**config.mk**
```make
export PLATFORM = sky130hd
export DESIGN_NAME = z80_q_latch_flag_fixup
export DESIGN_NICKNAME = d
export VERILOG_FILES = /design/src/zqlff_pkg.sv /design/src/z80_q_latch_flag_fixup.sv
export SDC_FILE = /design/constraint.sdc
export NUM_CORES = 1
export LEC_CHECK = 0
export BUFFER_PORTS_ARGS = -buffer_cell sky130_fd_sc_hd__buf_2
export CAP_MARGIN = 20
export CORE_ASPECT_RATIO = 1.1
export CORE_MARGIN = 2
export CORE_UTILIZATION = 33
export CTS_BUF_LIST = sky130_fd_sc_hd__clkbuf_8 sky130_fd_sc_hd__clkbuf_16
export DETAILED_ROUTE_END_ITERATION = 8
export GPL_TIMING_DRIVEN = 0
export PLACE_DENSITY_LB_ADDON = 0.05
export SLEW_MARGIN = 40
export SYNTH_ARGS = -nofsm -noshare
export SYNTH_HDL_FRONTEND = slang
export SYNTH_SLANG_ARGS = --single-unit
```
**constraint.sdc**
```tcl
create_clock -name clk -period 4 [get_ports clk]
set_input_delay 0.2 -clock clk [delete_from_list [all_inputs] [get_ports clk]]
set_output_delay 0.2 -clock clk [all_outputs]
set_load 0.02 [all_outputs]
```
**src/zqlff_pkg.sv**
```systemverilog
`default_nettype none
// ----------------------------------------------------------------------------
// zqlff_pkg
// Types, opcode constants and decode helpers for the Q latch and flag fixup
// observer.
// ----------------------------------------------------------------------------
package zqlff_pkg;

	typedef enum logic [1:0] {
		OP_FETCH_BOUNDARY = 2'd0,
		OP_FETCH_INNER    = 2'd1,
		OP_INT_ACK        = 2'd2,
		OP_CLEAR          = 2'd3
	} op_t;

	typedef enum logic [2:0] {
		PK_NONE       = 3'd0,
		PK_INDEXED    = 3'd1,
		PK_CB         = 3'd2,
		PK_ED         = 3'd3,
		PK_INDEXED_CB = 3'd4
	} prefix_kind_t;

	localparam logic [7:0]  PREFIX_DD    = 8'hdd;
	localparam logic [7:0]  PREFIX_FD    = 8'hfd;
	localparam logic [7:0]  PREFIX_ED    = 8'hed;
	localparam logic [7:0]  PREFIX_CB    = 8'hcb;
	localparam logic [7:0]  OPC_SCF      = 8'h37;
	localparam logic [7:0]  OPC_CCF      = 8'h3f;
	localparam logic [7:0]  OPC_INIR     = 8'hb2;
	localparam logic [7:0]  OPC_INDR     = 8'hba;
	localparam logic [7:0]  OPC_OTIR     = 8'hb3;
	localparam logic [7:0]  OPC_OTDR     = 8'hbb;
	localparam logic [7:0]  MASK_XY      = 8'h28;
	localparam logic [7:0]  MASK_REG8    = 8'hc7;
	localparam logic [7:0]  MASK_PAIR    = 8'hcf;
	localparam logic [15:0] WZ_ADD_INIR  = 16'h0101;
	localparam logic [15:0] WZ_ADD_INDR  = 16'h00ff;
	localparam logic [15:0] WZ_ADD_OTIR  = 16'h0001;
	localparam logic [15:0] WZ_ADD_OTDR  = 16'hffff;

	typedef struct packed {
		op_t         op;
		logic [7:0]  fetched_byte;
		logic [7:0]  last_opcode;
		logic [7:0]  flags_in;
		logic [7:0]  accumulator;
		logic [15:0] pair_bc;
		logic [1:0]  int_mode;
	} zqlff_in_t;

	typedef struct packed {
		logic [7:0]  flags_out;
		logic        flags_write;
		logic [15:0] wz_out;
		logic        wz_write;
		logic        q_out;
	} zqlff_out_t;

	// prefix tracking; CB, ED and DD-CB are sticky
	function automatic prefix_kind_t note_byte(input prefix_kind_t pk, input logic [7:0] b);
		prefix_kind_t r;
		r = pk;
		if (pk == PK_NONE || pk == PK_INDEXED) begin
			if (b == PREFIX_DD || b == PREFIX_FD)
				r = PK_INDEXED;
			else if (b == PREFIX_ED)
				r = PK_ED;
			else if (b == PREFIX_CB)
				r = (pk == PK_INDEXED) ? PK_INDEXED_CB : PK_CB;
		end
		return r;
	endfunction

	function automatic logic plain_alters_f(input logic [7:0] o);
		logic r;
		r = 1'b0;
		if (o[7:6] == 2'b10)
			r = 1'b1;
		if ((o & MASK_REG8) == 8'h04 || (o & MASK_REG8) == 8'h05)
			r = 1'b1;
		if ((o & MASK_PAIR) == 8'h09)
			r = 1'b1;
		case (o)
			8'h07, 8'h0f, 8'h17, 8'h1f, 8'h27, 8'h2f, 8'h37, 8'h3f,
			8'hc6, 8'hce, 8'hd6, 8'hde, 8'he6, 8'hee, 8'hf6, 8'hfe: r = 1'b1;
			default: ;
		endcase
		return r;
	endfunction

	function automatic logic ext_alters_f(input logic [7:0] o);
		logic r;
		r = 1'b0;
		if ((o & MASK_REG8) == 8'h40 || (o & MASK_REG8) == 8'h44)
			r = 1'b1;
		if ((o & MASK_PAIR) == 8'h42 || (o & MASK_PAIR) == 8'h4a)
			r = 1'b1;
		case (o)
			8'h57, 8'h5f, 8'h67, 8'h6f,
			8'ha0, 8'ha1, 8'ha2, 8'ha3, 8'ha8, 8'ha9, 8'haa, 8'hab,
			8'hb0, 8'hb1, 8'hb2, 8'hb3, 8'hb8, 8'hb9, 8'hba, 8'hbb: r = 1'b1;
			default: ;
		endcase
		return r;
	endfunction

endpackage : zqlff_pkg
`default_nettype wire

```
**src/z80_q_latch_flag_fixup.sv**
```systemverilog
`default_nettype none
// ----------------------------------------------------------------------------
// z80_q_latch_flag_fixup
// Watches the core's fetch / acknowledge / clear events, tracks prefix kind
// and the Q latch, patches F bits 3 and 5 on SCF/CCF and rewrites WZ on the
// block I/O repeat instructions.
// ----------------------------------------------------------------------------
//  channel  | signals                          | transfer when
//  ---------+----------------------------------+----------------------------
//  item     | item_valid, item_ready, item     | item_valid & item_ready
//  result   | result_valid, result_ready,result| result_valid & result_ready
//
//  One event per cycle sustained while result_ready stays high; each event
//  passes the input register, then the result register. The decode and
//  state update sit between the two. Reset clears the tracking state and
//  both valid flags. A stalled result holds the input register; item_ready
//  drops only when both registers are full and result_ready is low.
// ----------------------------------------------------------------------------
module z80_q_latch_flag_fixup (
	input  wire                   clk,
	input  wire                   arst_n,
	input  wire                   item_valid,
	output logic                  item_ready,
	input  wire zqlff_pkg::zqlff_in_t item,
	output logic                  result_valid,
	input  wire                   result_ready,
	output zqlff_pkg::zqlff_out_t result
);
	import zqlff_pkg::*;

	zqlff_in_t    item_s1;
	logic         valid_s1;
	zqlff_out_t   result_q;
	logic         result_valid_q;

	logic         q_q;
	logic         in_instr_q;
	logic [7:0]   fas_q;
	prefix_kind_t prefix_q;

	logic         q_d;
	logic         in_instr_d;
	logic [7:0]   fas_d;
	prefix_kind_t prefix_d;
	zqlff_out_t   res_d;
	logic         adv_s1;

	assign adv_s1     = valid_s1 && (!result_valid_q || result_ready);
	assign item_ready = !valid_s1 || adv_s1;

	always_ff @(posedge clk or negedge arst_n) begin
		if (!arst_n) begin
			valid_s1 <= 1'b0;
		end else if (item_ready) begin
			valid_s1 <= item_valid;
		end
	end

	always_ff @(posedge clk) begin
		if (item_ready && item_valid)
			item_s1 <= item;
	end

	// finish / start logic for the event in the input register
	always_comb begin
		logic [7:0] f;
		logic       alters;
		logic       plain;
		f          = item_s1.flags_in;
		q_d        = q_q;
		in_instr_d = in_instr_q;
		fas_d      = fas_q;
		prefix_d   = prefix_q;
		res_d      = '0;
		alters     = 1'b0;
		plain      = (prefix_q == PK_NONE) || (prefix_q == PK_INDEXED);

		if ((item_s1.op == OP_FETCH_BOUNDARY || item_s1.op == OP_INT_ACK) && in_instr_q) begin
			if (plain && (item_s1.last_opcode == OPC_SCF || item_s1.last_opcode == OPC_CCF)) begin
				f = (f & ~MASK_XY) |
				    ((q_q ? item_s1.accumulator : (fas_q | item_s1.accumulator)) & MASK_XY);
				res_d.flags_write = 1'b1;
			end
			if (prefix_q == PK_ED) begin
				unique case (item_s1.last_opcode)
					OPC_INIR: begin
						res_d.wz_out = item_s1.pair_bc + WZ_ADD_INIR;
						res_d.wz_write = 1'b1;
					end
					OPC_INDR: begin
						res_d.wz_out = item_s1.pair_bc + WZ_ADD_INDR;
						res_d.wz_write = 1'b1;
					end
					OPC_OTIR: begin
						res_d.wz_out = item_s1.pair_bc + WZ_ADD_OTIR;
						res_d.wz_write = 1'b1;
					end
					OPC_OTDR: begin
						res_d.wz_out = item_s1.pair_bc + WZ_ADD_OTDR;
						res_d.wz_write = 1'b1;
					end
					default: ;
				endcase
			end
			if (prefix_q == PK_CB || prefix_q == PK_INDEXED_CB)
				alters = !item_s1.last_opcode[7];
			else if (prefix_q == PK_ED)
				alters = ext_alters_f(item_s1.last_opcode);
			else
				alters = plain_alters_f(item_s1.last_opcode);
			q_d        = alters;
			in_instr_d = 1'b0;
		end

		unique case (item_s1.op)
			OP_FETCH_BOUNDARY: begin
				in_instr_d = 1'b1;
				fas_d      = f;
				prefix_d   = note_byte(PK_NONE, item_s1.fetched_byte);
			end
			OP_FETCH_INNER: begin
				prefix_d = note_byte(prefix_q, item_s1.fetched_byte);
			end
			OP_INT_ACK: begin
				q_d        = 1'b0;
				in_instr_d = 1'b0;
				prefix_d   = PK_NONE;
				// mode 0 executes the acknowledge byte as an opcode
				if (item_s1.int_mode == 2'd0) begin
					in_instr_d = 1'b1;
					fas_d      = f;
					prefix_d   = note_byte(PK_NONE, item_s1.fetched_byte);
				end
			end
			OP_CLEAR: begin
				q_d        = 1'b0;
				in_instr_d = 1'b0;
				fas_d      = '0;
				prefix_d   = PK_NONE;
			end
			default: ;
		endcase

		res_d.flags_out = f;
		res_d.q_out     = q_d;
	end

	always_ff @(posedge clk or negedge arst_n) begin
		if (!arst_n) begin
			q_q            <= 1'b0;
			in_instr_q     <= 1'b0;
			fas_q          <= '0;
			prefix_q       <= PK_NONE;
			result_valid_q <= 1'b0;
		end else begin
			if (adv_s1) begin
				q_q        <= q_d;
				in_instr_q <= in_instr_d;
				fas_q      <= fas_d;
				prefix_q   <= prefix_d;
			end
			if (adv_s1)
				result_valid_q <= 1'b1;
			else if (result_ready)
				result_valid_q <= 1'b0;
		end
	end

	always_ff @(posedge clk) begin
		if (adv_s1)
			result_q <= res_d;
	end

	assign result_valid = result_valid_q;
	assign result       = result_q;

`ifndef ASSERT_OFF
	a_wz_excl_flags: assert property (@(posedge clk) disable iff (!arst_n)
		result_valid && result.wz_write |-> !result.flags_write)
		else $error("WZ and F write-back in the same result");

	a_wz_zero: assert property (@(posedge clk) disable iff (!arst_n)
		result_valid && !result.wz_write |-> result.wz_out == 16'h0000)
		else $error("WZ value present without write-back");

	a_q_matches: assert property (@(posedge clk) disable iff (!arst_n)
		adv_s1 |=> result.q_out == q_q)
		else $error("reported Q differs from the latch");

	a_clear: assert property (@(posedge clk) disable iff (!arst_n)
		adv_s1 && item_s1.op == OP_CLEAR |=>
			!q_q && !in_instr_q && prefix_q == PK_NONE && fas_q == 8'h00)
		else $error("clear event left state behind");
`endif

endmodule : z80_q_latch_flag_fixup
`default_nettype wire
```
After elaboration in Yosys (flattened, before gate mapping). Cells that the tools add are included.

Register bits after elaboration: 90. Bits in latches: 0. Bits in writable memories: 0. Memory bits (read-only): 0. Input port bits: 56. Output and inout bits: 29. Logic and storage cells: 145. Memories kept: 0.

Add/subtract/negate cells: 4. Multipliers: 0. Div/mod/pow operators: 0. Magnitude comparators: 0. Equal/unequal tests: 58. Shift-type cells: 0. Mux-type cells: 33. Bitwise logic cells: 2. Reduce and logical (&&, ||, !) cells: 30.

Operators by type and width (count): == test 8 bit (second input constant) (28); case mux 17 bit (4 select lines) (1); == test 8 x 6 -> 1 bit (second input constant) (4); == test 8 x 7 -> 1 bit (second input constant) (4); OR reduction 20 bit (1); case mux 6 bit (3 select lines) (1); adder 16 x 1 -> 16 bit (second input constant) (1); adder 16 bit (second input constant) (1); adder 16 x 8 -> 16 bit (second input constant) (1); adder 16 x 9 -> 16 bit (second input constant) (1); == test 8 x 5 -> 1 bit (second input constant) (2); two-way mux 1 bit (16); two-way mux 8 bit (2); OR reduction 16 bit (1); two-way mux 3 bit (5); == test 6 x 5 -> 1 bit (second input constant) (2); two-way mux 6 bit (2); case mux 3 bit (4 select lines) (1); == test 5 x 3 -> 1 bit (second input constant) (2); == test 5 x 4 -> 1 bit (second input constant) (2); logical OR 1 bit (10); == test 8 x 3 -> 1 bit (second input constant) (1); == test 8 x 4 -> 1 bit (second input constant) (1); two-way mux 2 bit (4); other kinds (22) (33).

Longest topological paths before layout.
Word-level depth: 9. Depth in mapped cells: 11. Mapped depth without buffers: 11.

Least setup slack after synthesis. No wires, ideal clock.

Path kind: register to register. Start point: register item_s1[36] in the netlist's numbering. End point: register result_q (netlist bit result[16]), data pin. Setup time: 0.266 ns. Arrival: 2.355 ns. Required time: 3.734 ns. Path slack: 1.379 ns. Cell stages (with the launch flop): 12. Buffers on the path: 0. Clock period less this slack: 2.621 ns. Path through: edfxtp_1 -> and4b_4 -> nand2_1 -> xnor2_1 -> ha_1 -> nor4_1 -> nand3_1 -> and4_1 -> nor3_1 -> o21ai_1 -> xnor2_1 -> nor2_1.

Longest elaborated chain between the ends: 2. Elaborated cells on any way between the ends: 5. Those cells by class: 4 x eq/ne; 1 x mux.

Ends and longest elaborated chain: start, declared (RTL line z80_q_latch_flag_fixup.sv:31) `zqlff_in_t item_s1;`; start signal, assigned (RTL line z80_q_latch_flag_fixup.sv:61) `item_s1 <= item;`; == test 8 bit (RTL line z80_q_latch_flag_fixup.sv:85) `unique case (item_s1.last_opcode)`; case mux 17 bit (4 select lines) (*) (RTL line z80_q_latch_flag_fixup.sv:85); end signal, assigned (RTL line z80_q_latch_flag_fixup.sv:171) `result_q <= res_d;`; end, declared (RTL line z80_q_latch_flag_fixup.sv:33) `zqlff_out_t result_q;`.

Mark *: on every way between the ends. The rest lies on a longest branch, timed or not. A chain may end at the register's enable or synchronous reset.

Worst setup path in the final report.
Start point: register item_s1[40] in the netlist's numbering. End point: register result_q (netlist bit result[16]), data pin.

The elaborated chain is that of the path after synthesis.

==> out/results.tsv <==
metric	value	unit
HP Class	primary input to register	
worst clock skew	0.00412	ns
WHS Endpoint	item_s1[0]	
Crit. End Element	register	
fin. max-slew vios	0	
WL final	7080	µm
Ports	85	
Global Route Usage Sum	0.126	
max incr delay on CP	0.45	ns
Die ar.	12100	µm²
routability cong.	0.853	
number of global-route vias before repair	2457	
worst skew pair latency	0.33	ns
clock sinks	82	
initial DRC count	79	
commonest non-fill, non-tap cell in the layout	buf_2	
Final HPWL DP	5240	µm
Vias/cell	4.72	
worst slew pin tran	0.610	ns
hold depth	1	
Synth Area per Inst	12.7	µm²
Main synth FF type	edfxtp_1	
MaxCap Viol Count	0	
routed length per instance	13.3	µm
hold_sp	item[0]	
Post-DRT Antenna Nets	0	
Syn Nets	355	
Die Height	115	µm
Synth top area share	0.591	
CTS tree	done	
period utilization	0.790	
post-synthesis cell area	3710	µm²
initial antenna violation count	0	
WL met1	2900	µm
number of diodes	0	
RSZ-0062 raised after global routing	false	
Worst Path Max Fanout	6	
total grt overflow	0	
reg2reg end	result[16]	
fin cells	534	
Crit path buffers/inverters	0	
Seq cells post-synth	82	
delay-heaviest family, CP	simple AND/OR/NAND/NOR gates	
register area share after synthesis	0.652	
Cells after Synth	291	
Initial Utilization	0.338	
final hold violation count	0	
type of origin of the critical path	register	
Worst Setup Path Type	register to register	
Final min period	3.16	ns
Post-synth EDFFs	73	
H-Tree Depth	3	
router iterations before antenna repair	4	
most frequent cells in the layout	buf_2, edfxtp_1, nor2_1	
Chip Width	105	µm
Yosys warning count	0	
Root Driver	clkbuf_16	
RR Startpoint	item_s1[40]	
Required @ worst endpoint	4.07	ns
status	complete, no violations	
TNS Setup	0	ns
port bufs	78	
vias	2520	
fmax	316	MHz
Worst-path clk slew	0.06	ns
reg2reg setup slack	0.84	ns
cell row count	40	
Async SR Flop Fraction	0.110	
CP Cell Sequence	and3b_1 > nand2_1 > xnor2_1 > ha_1 > nor4_1 > nand3_1 > and4_1 > nor3_1 > o21ai_1 > xnor2_1 > nor2_1	
DRC violations left	0	
LEAKAGE	1.80	nW
Placed Cells	517	
post-CTS setup buffers	0	
Max clock buf depth	2	
post-synth cell types	44	
TritonCTS Buffers	9	
layout cells sized above 1	0.266	
Max Used Layer	met4	
final setup fails	0	
largest net degree at the start of global routing	30	
CP arrival	3.23	ns
met3 WL	277	µm
Area growth, synth to finish	24.3	%
core area	11000	µm²
Total Nets Final	446	
Slowest-stage cell, CP	edfxtp_1	
first-pass GRT wire length	11600	µm
routed length on met2	3710	µm
power per standard cell area	445	nW/µm²
Peak VDD IR	0.180	mV
top area cells in the synthesized netlist	edfxtp_1, dfrtp_1, nor2_1	
post-synth top area cell	edfxtp_1	
Most Frequent Cell on Critical Path	xnor2_1	
Relative slew margins	0.593	
R2R depth	11	
cell usage after synthesis (3+ instances only):
cell type  number
ha_1            8
and3_1          4
clkbuf_1        3
nand2b_1        7
o21a_1          3
o22ai_1         3
or3_1           4
edfxtp_1       73
xor2_1          7
nand2_1        22
nor4_1          3
inv_1          10
xnor2_1        13
o21ai_0        15
nand3_1        10
dfrtp_1         9
nor2_1         31
a22oi_1         5
nor3_1          6
a21oi_1        13
a31oi_1         4
a21o_1          4
nor2b_1         3
power breakdown:
group	internal (W)	leakage, nW	switching [W]
sequential	0.00100	0.821	0.0000320
combinational	0.0000799	0.840	0.000125
clock	0.000482	0.141	0.000326
cell families after synthesis:
| group | count (synthesis) | synth area share |
|---|---|---|
| adders and majority gates | 8 | 0.0270 |
| xor gates and xnor gates | 20 | 0.0473 |
| buffers and inverters | 16 | 0.0203 |
| and+or+nand+nor | 102 | 0.137 |
| DFF | 82 | 0.652 |
| AOI/OAI and AO/OA | 63 | 0.116 |
flip-flops by register name (all words and copies together) (netlist names):
register and count:
fas_q 2, in_instr_q 1, item_s1 46, prefix_q 3, q_q 1, result 27
result_valid 1, valid_s1 1
how the worst max path moves through the flow:
stage           startpoint         end  slack (ns)  cells past startpoint
2_1_floorplan  item_s1[36]  result[16]        1.38                     11
3_3_place_gp   item_s1[40]  result[16]        0.82                     11
3_5_place_dp   item_s1[40]  result[16]        0.81                     11
4_1_cts        item_s1[40]  result[16]        0.81                     11
5_1_grt        item_s1[40]  result[16]        0.47                     11
6_report       item_s1[40]  result[16]        0.84                     11
routing by layer:
| metal | vias up | track usage |
|---|---|---|
| met5 | - | 0 |
| met3 | 17 | 0.0306 |
| met2 | 71 | 0.216 |
| li1 | 1278 | - |
| met1 | 1154 | 0.146 |
| met4 | 0 | 0.0702 |
cell type report:
type	instances	area [µm²]
Clock buffer	9	225
Fill cell	1058	6350
Tap cell	147	184
Buffer	6	37.5
Multi-Input combinational cell	193	1220
Sequential cell	82	2420
Clock inverter	7	67.6
Inverter	10	37.5
Timing Repair Buffer	80	420
through the flow:
step / hold slack [ns] / instance area, µm² / utilization / setup WS (ns) / total power [W]
2_1_floorplan: -0.0956 / 3710 / - / 1.38 / 0.00118
3_3_place_gp: 0.0670 / 4280 / 0.391 / 0.820 / 0.00126
3_5_place_dp: 0.0656 / 4300 / 0.393 / 0.813 / 0.00126
4_1_cts: 0.0218 / 4610 / 0.420 / 0.808 / 0.00208
5_1_grt: 0.0154 / 4610 / 0.420 / 0.474 / 0.00216
6_report: 0.0384 / 4610 / 0.420 / 0.838 / 0.00205
timing repair:
| item | 4_1_cts | 5_1_grt |
|---|---|---|
| hold endpoints to repair | 9 | 0 |
| gates resized for setup | 0 | 0 |
| hold buffers | 1 | 0 |
No activity file was read; power rests on OpenSTA's default activity.
